### config.mk
export PLATFORM = sky130hd
export DESIGN_NAME = base64_stream_encoder
export DESIGN_NICKNAME = d
export VERILOG_FILES = /design/src/rtl/b64e_pkg.sv /design/src/rtl/base64_stream_encoder.sv /design/src/rtl/b64e_front.sv /design/src/rtl/b64e_queue.sv /design/src/rtl/b64e_back.sv
export VERILOG_INCLUDE_DIRS = /design/src /design/src/rtl
export SDC_FILE = /design/constraint.sdc
export NUM_CORES = 1
export LEC_CHECK = 0
export ABC_AREA = 1
export BUFFER_PORTS_ARGS = -buffer_cell sky130_fd_sc_hd__buf_2
export CORE_ASPECT_RATIO = 1.1
export CORE_MARGIN = 4
export CORE_UTILIZATION = 55
export DETAILED_ROUTE_END_ITERATION = 6
export PLACE_DENSITY = 0.73
export SETUP_SLACK_MARGIN = 0.2
export SLEW_MARGIN = 10
export SYNTH_ARGS = -nofsm -noshare
export SYNTH_HDL_FRONTEND = slang
export SYNTH_SLANG_ARGS = --single-unit
### constraint.sdc
create_clock -name clk -period 4.25 [get_ports clk]
set_clock_uncertainty 0.2 [all_clocks]
set_input_delay 0.425 -clock clk [delete_from_list [all_inputs] [get_ports clk]]
set_output_delay 0.425 -clock clk [all_outputs]
set_load 0.02 [all_outputs]
### src/rtl/base64_stream_encoder_assert.svh
// ---------------------------------------------------------------------------
// base64 stream encoder assertion macros
// shared concurrent assertion forms, clocked on clk, disabled during reset
// ---------------------------------------------------------------------------
`ifndef BASE64_STREAM_ENCODER_ASSERT_SVH
`define BASE64_STREAM_ENCODER_ASSERT_SVH

// condition holds in the same cycle as the trigger
`define B64E_ASSERT_SAME(label, ante, cons, msg) \
  label: assert property (@(posedge clk) disable iff (!rst_n) (ante) |-> (cons)) \
    else $error(msg);

// condition holds in the cycle after the trigger
`define B64E_ASSERT_NEXT(label, ante, cons, msg) \
  label: assert property (@(posedge clk) disable iff (!rst_n) (ante) |=> (cons)) \
    else $error(msg);

`endif

### src/rtl/b64e_pkg.sv
// ---------------------------------------------------------------------------
// b64e_pkg
// types, constants and the character table of the base64 stream encoder
// ---------------------------------------------------------------------------
package b64e_pkg;

  localparam int unsigned SLOTS = 4;
  localparam logic [7:0] PAD_CHAR = 8'h3D;

  // position of the next byte within its three-byte group
  typedef enum logic [1:0] {
    PH_0 = 2'd0,
    PH_1 = 2'd1,
    PH_2 = 2'd2
  } b64e_phase_t;

  // characters produced by one input word
  typedef struct packed {
    logic [SLOTS-1:0][5:0] sextet;
    logic [SLOTS-1:0]      pad;
    logic [1:0]            cnt_m1;
    logic                  fin;
  } b64e_job_t;

  function automatic logic [7:0] b64e_char(input logic [5:0] s);
    logic [7:0] c;
    c = 8'h00;
    if (s < 6'd26) begin
      c = 8'h41 + {2'b00, s};
    end else if (s < 6'd52) begin
      c = 8'h61 + {2'b00, s} - 8'd26;
    end else if (s < 6'd62) begin
      c = 8'h30 + {2'b00, s} - 8'd52;
    end else if (s == 6'd62) begin
      c = 8'h2B;
    end else begin
      c = 8'h2F;
    end
    return c;
  endfunction

endpackage

### src/rtl/base64_stream_encoder.sv
// ---------------------------------------------------------------------------
// base64_stream_encoder
// byte stream in, base64 ascii characters out, with '=' padding per message
// ---------------------------------------------------------------------------
// channel | dir | tdata          | tlast
// in_     | in  | [7:0] raw byte | last byte of message
// out_    | out | [7:0] ascii    | last char of message
//
// one word accepted per cycle while the two-entry job queue has room
// one char per cycle out of the back part while out_tready allows; a byte
// costs 1 to 4 chars, 4 chars per 3 bytes in steady state
// first char goes via the job queue, current job and output registers
// rst_n synchronous, clears group position, leftover bits, queue and output
// input and output stall independently through the queue and output register
module base64_stream_encoder import b64e_pkg::*; (
  input  logic       clk,
  input  logic       rst_n,
  input  logic       in_tvalid,
  output logic       in_tready,
  input  logic [7:0] in_tdata,   // [7:0] data_byte
  input  logic       in_tlast,
  output logic       out_tvalid,
  input  logic       out_tready,
  output logic [7:0] out_tdata,  // [7:0] char_code
  output logic       out_tlast
);

  b64e_job_t front_job, q_job;
  logic      q_full, q_valid, pop, acc;

  assign in_tready = !q_full;
  assign acc       = in_tvalid && in_tready;

  b64e_front u_front (
    .clk        (clk),
    .rst_n      (rst_n),
    .acc        (acc),
    .data_byte  (in_tdata),
    .final_byte (in_tlast),
    .job        (front_job)
  );

  b64e_queue u_queue (
    .clk      (clk),
    .rst_n    (rst_n),
    .push     (acc),
    .push_job (front_job),
    .full     (q_full),
    .pop      (pop),
    .q_valid  (q_valid),
    .q_job    (q_job)
  );

  b64e_back u_back (
    .clk        (clk),
    .rst_n      (rst_n),
    .q_valid    (q_valid),
    .q_job      (q_job),
    .pop        (pop),
    .out_tvalid (out_tvalid),
    .out_tready (out_tready),
    .out_tdata  (out_tdata),
    .out_tlast  (out_tlast)
  );

endmodule

### src/rtl/b64e_front.sv
// ---------------------------------------------------------------------------
// b64e_front
// accepts bytes, tracks group position and leftover bits, builds char jobs
// ---------------------------------------------------------------------------
module b64e_front import b64e_pkg::*; (
  input  logic       clk,
  input  logic       rst_n,
  input  logic       acc,
  input  logic [7:0] data_byte,
  input  logic       final_byte,
  output b64e_job_t  job
);

  b64e_phase_t phase_r, phase_nxt;
  logic [3:0]  res_r, res_nxt;

  always_ff @(posedge clk) begin
    if (!rst_n) begin
      phase_r <= PH_0;
      res_r   <= 4'd0;
    end else begin
      phase_r <= phase_nxt;
      res_r   <= res_nxt;
    end
  end

  // next state
  always_comb begin
    phase_nxt = phase_r;
    res_nxt   = res_r;
    if (acc) begin
      case (phase_r)
        PH_1: begin
          phase_nxt = PH_2;
          res_nxt   = data_byte[3:0];
        end
        PH_2: begin
          phase_nxt = PH_0;
          res_nxt   = 4'd0;
        end
        default: begin
          phase_nxt = PH_1;
          res_nxt   = {2'b00, data_byte[1:0]};
        end
      endcase
      if (final_byte) begin
        phase_nxt = PH_0;
        res_nxt   = 4'd0;
      end
    end
  end

  // outputs
  always_comb begin
    job        = '0;
    job.fin    = final_byte;
    case (phase_r)
      PH_1: begin
        job.sextet[0] = {res_r[1:0], data_byte[7:4]};
        if (final_byte) begin
          job.sextet[1] = {data_byte[3:0], 2'b00};
          job.pad[2]    = 1'b1;
          job.cnt_m1    = 2'd2;
        end
      end
      PH_2: begin
        job.sextet[0] = {res_r, data_byte[7:6]};
        job.sextet[1] = data_byte[5:0];
        job.cnt_m1    = 2'd1;
      end
      default: begin
        job.sextet[0] = data_byte[7:2];
        if (final_byte) begin
          job.sextet[1] = {data_byte[1:0], 4'b0000};
          job.pad[2]    = 1'b1;
          job.pad[3]    = 1'b1;
          job.cnt_m1    = 2'd3;
        end
      end
    endcase
  end

endmodule

### src/rtl/b64e_queue.sv
// ---------------------------------------------------------------------------
// b64e_queue
// two-entry job queue between the front and back parts
// ---------------------------------------------------------------------------
module b64e_queue import b64e_pkg::*; (
  input  logic      clk,
  input  logic      rst_n,
  input  logic      push,
  input  b64e_job_t push_job,
  output logic      full,
  input  logic      pop,
  output logic      q_valid,
  output b64e_job_t q_job
);

  b64e_job_t  mem_r [2];
  logic       wr_ptr_r, wr_ptr_nxt;
  logic       rd_ptr_r, rd_ptr_nxt;
  logic [1:0] cnt_r, cnt_nxt;
  logic       do_push, do_pop;

  assign full    = (cnt_r == 2'd2);
  assign q_valid = (cnt_r != 2'd0);
  assign q_job   = mem_r[rd_ptr_r];
  assign do_push = push && !full;
  assign do_pop  = pop && q_valid;

  always_comb begin
    wr_ptr_nxt = do_push ? ~wr_ptr_r : wr_ptr_r;
    rd_ptr_nxt = do_pop ? ~rd_ptr_r : rd_ptr_r;
    cnt_nxt    = cnt_r;
    if (do_push && !do_pop) begin
      cnt_nxt = cnt_r + 2'd1;
    end else if (do_pop && !do_push) begin
      cnt_nxt = cnt_r - 2'd1;
    end
  end

  always_ff @(posedge clk) begin
    if (!rst_n) begin
      wr_ptr_r <= 1'b0;
      rd_ptr_r <= 1'b0;
      cnt_r    <= 2'd0;
    end else begin
      wr_ptr_r <= wr_ptr_nxt;
      rd_ptr_r <= rd_ptr_nxt;
      cnt_r    <= cnt_nxt;
    end
  end

  always_ff @(posedge clk) begin
    if (do_push) begin
      mem_r[wr_ptr_r] <= push_job;
    end
  end

endmodule

### src/rtl/b64e_back.sv
// ---------------------------------------------------------------------------
// b64e_back
// steps through one job's characters, maps them to ascii, registers output
// ---------------------------------------------------------------------------
`include "base64_stream_encoder_assert.svh"

module b64e_back import b64e_pkg::*; (
  input  logic       clk,
  input  logic       rst_n,
  input  logic       q_valid,
  input  b64e_job_t  q_job,
  output logic       pop,
  output logic       out_tvalid,
  input  logic       out_tready,
  output logic [7:0] out_tdata,
  output logic       out_tlast
);

  b64e_job_t  cur_r, cur_nxt;
  logic       cur_vld_r, cur_vld_nxt;
  logic [1:0] idx_r, idx_nxt;
  logic       out_vld_r, out_vld_nxt;
  logic [7:0] out_data_r, out_data_nxt;
  logic       out_last_r, out_last_nxt;
  logic       emit, done, slot_last;

  assign emit      = cur_vld_r && (!out_vld_r || out_tready);
  assign slot_last = (idx_r == cur_r.cnt_m1);
  assign done      = emit && slot_last;
  assign pop       = q_valid && (!cur_vld_r || done);

  always_comb begin
    cur_nxt     = cur_r;
    cur_vld_nxt = cur_vld_r;
    idx_nxt     = idx_r;
    if (pop) begin
      cur_nxt     = q_job;
      cur_vld_nxt = 1'b1;
      idx_nxt     = 2'd0;
    end else if (done) begin
      cur_vld_nxt = 1'b0;
      idx_nxt     = 2'd0;
    end else if (emit) begin
      idx_nxt = idx_r + 2'd1;
    end
  end

  always_comb begin
    out_vld_nxt  = out_vld_r;
    out_data_nxt = out_data_r;
    out_last_nxt = out_last_r;
    if (emit) begin
      out_vld_nxt  = 1'b1;
      out_data_nxt = cur_r.pad[idx_r] ? PAD_CHAR : b64e_char(cur_r.sextet[idx_r]);
      out_last_nxt = cur_r.fin && slot_last;
    end else if (out_tready) begin
      out_vld_nxt = 1'b0;
    end
  end

  always_ff @(posedge clk) begin
    if (!rst_n) begin
      cur_vld_r <= 1'b0;
      idx_r     <= 2'd0;
      out_vld_r <= 1'b0;
    end else begin
      cur_vld_r <= cur_vld_nxt;
      idx_r     <= idx_nxt;
      out_vld_r <= out_vld_nxt;
    end
  end

  always_ff @(posedge clk) begin
    cur_r      <= cur_nxt;
    out_data_r <= out_data_nxt;
    out_last_r <= out_last_nxt;
  end

  assign out_tvalid = out_vld_r;
  assign out_tdata  = out_data_r;
  assign out_tlast  = out_last_r;

  `B64E_ASSERT_SAME(a_idx_in_range, cur_vld_r, idx_r <= cur_r.cnt_m1, "char index past job end")
  `B64E_ASSERT_SAME(a_first_not_pad, cur_vld_r && idx_r == 2'd0, !cur_r.pad[0],
                    "job starts with a pad char")
  `B64E_ASSERT_NEXT(a_last_ends_job, emit && cur_r.fin && slot_last, idx_r == 2'd0,
                    "index not rewound after final char")

endmodule
==> results.md, run 1 <==
* Post-synthesis sequential area ratio at between 50% and 60%
* CTS Sinks at 74
* Area occupied by multi-input gates at around 1400 sq um
* IO Pins at 24
* DP Worst Slack at 1610 ps
* Number of enable flip-flop cells after synthesis at 60
* Slew HR at approximately 45%
* Slew @ Worst Pin at 829 ps
* P&R area growth vs syn at 10.8%
* Timing-limited maximum frequency at roughly 0.38 GHz
* Total GRT Usage at 17.9%
* Critical Path Start Type: flip-flop
* Clk root buf: clkbuf_8
* Commonest non-fill, non-tap cell in the layout: edfxtp_1
* DRT Pass-1 Iters at 4
* Ys flop type: edfxtp_1
* Via count at 2396
* Syn Area/Cell at 11.0 sq um
* Nets at around 400
* Mapped Cells at 335
* Total Wirelength at 6.60 mm
* Congestion Overflow GR at 0
* Initial antenna violation count at 0
* Fin crit period at 2670 ps
* Post-Route Utilization at 62.2%
* Post-Synthesis Net Count at 361
* Most frequent cells in the layout: edfxtp_1, nand2_1, inv_1
* Clock power share at 16.5%
* Worst hold path class: primary input to flip-flop
* Cell Int Power at just under 2 mW
* Post-synth ARST share at 0%
* H-Tree Depth at 3
* Synth Register Bits at between 70 and 80
* Final WS setup at roughly 1600 ps
* CP Class: flip-flop to flip-flop
* CTS-repair resized insts at 0
* 1st-iter DRT viols at 129
* Fin crit share at 62.7%
* Layout cell share with drive strength beyond 1 at about a quarter
* CP Capture Type: flip-flop
* Initial core utilization at 56.1%
* Comb pwr share at 46.0%
* Max-slew violations at 0
* Area of the mapped netlist at 3680 sq um
* Die Y at 93.8 um
* Routability congestion estimate at about 0.9
* Core region area at 6560 sq um
* Vias/cell at ~5.3
* First-pass GRT wire length at 11.1 mm
* Static leakage at 1.67 nW
* Avg WL per Cell at between 10 and 15 um
* Worst-path fanout max at 12
* Reg power frac at 37.6%
* Setup repair after global routing missed its margin: no
* Maxcap violations at 0
* Clock tree buffer depth at 2
* Endpoints failing setup at 0
* Switching share of total power at around two fifths
* Post-CTS Setup Bufs at 0
* Largest net degree at the start of global routing at 20
* Vias in the first global route at 2434
* Hold_buf cts at 0
* Clock transition at the registers of the reported paths at 80 ps
* DP Area at 3880 sq um
* Port bufs at 23
* Die W at around 86 um
* DRC at 0
* Die area at between 8000 and 9000 sq um
* CTS tree: yes
* Pwr Total at about 3.2 mW
* Psw at 1.31 mW
* DP HPWL at 4.86 mm
* Seq. cell area at 2080 sq um
* Worst Path Arrival at about 2500 ps
* Count of cell types in the netlist at 37
* Final Cell Area at 4080 sq um
* Status: complete, no violations
* Fillers at 517
* Setup TNS at 0 ps
* Routed Antenna Nets at 0
* Final Hold Viols at 0
* CTS Buf Count at 9
* Syn. warnings at 0
* CP Data Required Time at between 4000 and 5000 ps
* ANT cells at 0
* Row cnt at 31
* PD cells at 793 nW/um^2
* Clock latency at the later pin of the worst-skew pair at 330 ps
* VDD IR max at 398 uV
-- routing by layer --
metal,share of wire (%),wire length (um),track usage [%],vias to the layer above
met5,0,0,0,-
met4,1.7,110,7.39,0
met3,3.4,226,4.30,12
met2,53,3510,32.3,62
met1,42,2750,20.1,1123
li1,-,-,-,1199
-- critical path, cell delays in order (launching register included) --
cell      delay (ps)
dfxtp_1          580
inv_1            210
nand2_1          150
nand3_4          130
inv_1            100
ha_1             180
inv_1             40
or2_1            340
inv_1            200
o211ai_1         110
nand3_1           80
nand3_1           80
-- cells in the mapped netlist, types with 2 or more instances --
master,count,area [sq um]
a211oi_1,2,15.0
a21oi_1,12,60.1
a21oi_2,2,17.5
buf_2,4,20.0
dfxtp_1,14,280
edfxtp_1,60,1800
ha_1,13,163
inv_1,46,173
inv_2,3,11.3
mux2_2,17,191
nand2_1,57,214
nand2_2,8,50.1
nand3_1,16,80.1
nand3_2,3,30.0
nand3_4,5,87.6
nand4_1,2,12.5
nor2_1,21,78.8
nor2_2,3,18.8
nor2_4,3,33.8
o211ai_1,3,22.5
o211ai_2,2,25.0
o21ai_0,14,70.1
o221ai_1,5,43.8
xnor2_1,2,17.5
xor2_1,6,52.6
-- cells by family (layout without fill, tap and decap cells) --
logic type | Yosys count | after routing | share of synthesized area (%)
flip-flops | 74 | 74 | 56.6
XOR/XNOR | 8 | 8 | 1.90
buffers and inverters | 57 | 93 | 6.36
AO/OA/AOI/OAI | 43 | 43 | 7.59
adder cells (fa/ha/maj) | 13 | 13 | 4.42
multiplexers | 17 | 17 | 5.20
AND/OR/NAND/NOR | 123 | 123 | 17.9
-- state kept, by name, indices dropped and copies added (netlist names), 2 cells and up --
register          flops
u_queue.cnt_r         2
u_back.cur_r         17
u_front.phase_r       2
u_back.out_tdata      8
u_front.res_r         4
u_back.idx_r          2
u_queue.mem_r        34
-- cell type report --
type                            count  share of cell area (%)
Clock inverter                      5                    1.35
Inverter                           52                    4.97
Sequential cell                    74                    51.1
Timing Repair Buffer               25                    3.19
Tap cell                           82                    2.52
Multi-Input combinational cell    204                    33.4
Clock buffer                       11                    3.47
-- power groups by stage --
stage | registers, mW | clock network [mW] | logic, mW
after global routing | 1.24 | 0.581 | 1.68
after detailed placement | 1.23 | 0 | 1.49
after floorplan | 1.24 | 0 | 1.14
after global placement | 1.22 | 0 | 1.45
after CTS | 1.22 | 0.545 | 1.50
final | 1.21 | 0.532 | 1.49
-- worst paths after layout --
kind | from | to | slack (ps) | depth (start not counted)
max | u_back.idx_r[0]$_SDFFE_PP0P_ | u_back.out_tdata[2]$_SDFFCE_PP1P_ | 1580 | 11
min | out_tready | u_back.out_tvalid$_SDFFE_PN0P_ | 160 | 4
max reg2reg | u_back.idx_r[0]$_SDFFE_PP0P_ | u_back.out_tdata[2]$_SDFFCE_PP1P_ | 1580 | 11
min reg2reg | u_back.out_tvalid$_SDFFE_PN0P_ | u_back.out_tvalid$_SDFFE_PN0P_ | 300 | 2
-- through the flow --
stage	hold slack, ps	instances
finish	158	453
detailed placement	283	437
floorplan	258	335
CTS	139	453
global route	175	453
global placement	271	437
Power figures use the tool's default switching activity.
==> run 2, diff against run 1 <==
==> constraint.sdc (replaced) <==
create_clock -name clk -period 2.5 [get_ports clk]
set_clock_uncertainty 0.2 [all_clocks]
set_input_delay 0.25 -clock clk [delete_from_list [all_inputs] [get_ports clk]]
set_output_delay 0.25 -clock clk [all_outputs]
set_load 0.02 [all_outputs]
==> run 2 against run 1 <==
  * Hold slack got worse by 120 ps
  * Design area rose by 3.0%
  * Combinational power rose by 79%
  * Sequential share of layout area fell by 1.4 points
  * Critical endpoint is now u_back.out_tdata[0]$_SDFFCE_PP1P_
==> results.md, run 2 (synthesis gave the netlist of run 1 again) <==
* 1st-iter DRT viols at 97 (was 129)
* H-Tree Depth at 3 (unchanged)
* Die area at 8060 sq um (unchanged)
* DRC at 0 (unchanged)
* RR Startpoint: u_back.idx_r[0]$_SDFFE_PP0P_ (unchanged)
* Row cnt at 31 (unchanged)
* Largest net degree at the start of global routing at 20 (unchanged)
* Clock latency at the later pin of the worst-skew pair at 340 ps (was 330 ps)
* Worst hold path class: primary input to flip-flop (unchanged)
* Max reg flops at 34 (unchanged)
* VDD IR max at 709 uV (was 398 uV)
* Avg WL per Cell at 14.1 um (was 14.6 um)
* Initial core utilization at 56.1% (unchanged)
* Routed Antenna Nets at 0 (unchanged)
* Final Cell Area at 4200 sq um (was 4080 sq um)
* Max-slew violations at 0 (unchanged)
* Total GRT Usage at 18.1% (was 17.9%)
* CP Data Required Time at 2390 ps (was 4130 ps)
* Post-Route Utilization at 64.1% (was 62.2%)
* Fin crit share at 85.1% (was 62.7%)
* Layout cell share with drive strength beyond 1 at 27.4% (was 24.8%)
* Critical Path Start Type: flip-flop (unchanged)
* Area occupied by multi-input gates at 1370 sq um (was 1360 sq um)
* CTS Buf Count at 9 (unchanged)
* Pwr Total at 5.59 mW (was 3.23 mW)
* Status: complete, no violations (unchanged)
* Worst hold start: in_tdata[3] (was out_tready)
* Seq. cell area at 2080 sq um (about the same)
* DP Area at 3920 sq um (was 3880 sq um)
* Hold endpoint: u_front.res_r[3]$_SDFFE_PN0P_ (was u_back.out_tvalid$_SDFFE_PN0P_)
* Most frequent cells in the layout: edfxtp_1, nand2_1, inv_1 (unchanged)
* Worst-path fanout max at 9 (was 12)
* CP Class: flip-flop to flip-flop (unchanged)
* Port bufs at 23 (unchanged)
* Die Y at 93.8 um (unchanged)
* Final Hold Viols at 0 (unchanged)
* Congestion Overflow GR at 0 (unchanged)
* Fin crit period at 2130 ps (was 2670 ps)
* CTS tree: yes (unchanged)
* Static leakage at 1.74 nW (was 1.67 nW)
* IO Pins at 24 (unchanged)
* Hold_ws at 40.0 ps (was 158 ps)
* First-pass GRT wire length at 11.0 mm (was 11.1 mm)
* Maxcap violations at 0 (unchanged)
* Commonest non-fill, non-tap cell in the layout: edfxtp_1 (unchanged)
* Clock transition at the registers of the reported paths at 80 ps (about the same)
* Via count at 2424 (was 2396)
* DP HPWL at 4.92 mm (was 4.86 mm)
* PD cells at 1330 nW/um^2 (was 793 nW/um^2)
* Core region area at 6560 sq um (unchanged)
* Slew @ Worst Pin at 365 ps (was 829 ps)
* DRT Pass-1 Iters at 4 (unchanged)
* Nets at 404 (was 392)
* Hold Path Stages at 3 (was 4)
* Timing-limited maximum frequency at 0.470 GHz (was 0.375 GHz)
* Largest Register: u_queue.mem_r (unchanged)
* Total Wirelength at 6.57 mm (was 6.60 mm)
* P&R area growth vs syn at 14.1% (was 10.8%)
* Clock tree buffer depth at 2 (unchanged)
* R2R setup slack at 370 ps (was 1580 ps)
* Die W at 86.0 um (unchanged)
* Vias in the first global route at 2413 (was 2434)
* CP Capture Type: flip-flop (unchanged)
* Initial antenna violation count at 0 (unchanged)
* CTS Sinks at 74 (unchanged)
* R2R Path End: u_back.out_tdata[0]$_SDFFCE_PP1P_ (was u_back.out_tdata[2]$_SDFFCE_PP1P_)
* R2R depth at 11 (unchanged)
* Vias/cell at 5.21 (was 5.29)
* Setup repair after global routing missed its margin: no (unchanged)
* ANT cells at 0 (unchanged)
* Slew HR at 75.7% (was 44.6%)
* Fillers at 528 (was 517)
* Clk root buf: clkbuf_8 (unchanged)
* Routability congestion estimate at 0.919 (was 0.879)
* Endpoints failing setup at 0 (unchanged)
* Worst Path Arrival at 2020 ps (was 2540 ps)
run 2: changes by cell type in the layout (fill, tap and decap cells not counted), moves of 2 or more:
cell and delta:
dfxtp_1 -2, buf_4 +6, clkbuf_16 +2, inv_2 +2, dlygate4sd3_1 +6, dfxtp_2 +2, inv_1 -2
run 2: timing repair:
| item | CTS | global route |
|---|---|---|
| pin swaps | 0 | 1 |
| gates resized for setup | 3 | 3 |
| setup buffers | 0 | 1 |
| hold endpoints to repair | 7 | 0 |
| setup endpoints to repair | 7 | 6 |
| hold buffers | 6 | 0 |
run 2: cell type report:
cell class	instances	area share [%]
inverters	52	4.83
repair buffers	37	5.60
flip-flops and latches	74	49.6
clock inverters	5	0.775
multi-input cells	204	32.6
well taps	82	2.44
clock buffers	11	4.14
run 2: how the worst max path moves through the flow:
stage | start | end | slack, ps | depth (start not counted)
after floorplan | u_queue.cnt_r[0]$_SDFFE_PN0P_ | u_queue.mem_r[1][0]$_DFFE_PP_ | 370 | 4
after global placement | u_back.idx_r[1]$_SDFFE_PP0P_ | u_back.out_tdata[2]$_SDFFCE_PP1P_ | 90 | 11
after CTS | u_back.idx_r[0]$_SDFFE_PP0P_ | u_back.out_tdata[2]$_SDFFCE_PP1P_ | 240 | 11
after detailed placement | u_back.idx_r[1]$_SDFFE_PP0P_ | u_back.out_tdata[2]$_SDFFCE_PP1P_ | -10 | 11
final | u_back.idx_r[0]$_SDFFE_PP0P_ | u_back.out_tdata[0]$_SDFFCE_PP1P_ | 370 | 11
after global routing | u_queue.cnt_r[0]$_SDFFE_PN0P_ | u_queue.cnt_r[1]$_SDFFE_PN0P_ | 220 | 9
run 2: power by group:
part           internal [mW]  total (mW)  switching [mW]
Sequential              1.89        2.01           0.115
Combinational          0.973        2.66            1.69
Clock                  0.480       0.919           0.440
Total                   3.34        5.59            2.25
run 2: worst max-delay path, cell delays in order (launching register included):
cell and delay (ps):
dfxtp_2 390, buf_4 150, nand2_1 80, nand3_4 150, inv_1 100, ha_2 200, nand2_1 80, nand2_2 90
nor2_8 210, inv_6 70, o211ai_2 70, nand3_1 100
run 2: stage by stage:
step                      setup TNS [ps]  std cells  setup WS, ps
after floorplan                        0        335           366
after global placement                 0        442          89.7
after detailed placement           -14.7        442         -14.7
after CTS                              0        464           240
after global routing                   0        465           222
final                                  0        465           373
run 2: routing by layer:
metal  track usage [%]  part of all wire [%]
met5                 0                     0
met1              19.4                    40
met2              32.8                    53
met4              9.76                   2.5
met3              4.12                   5.0
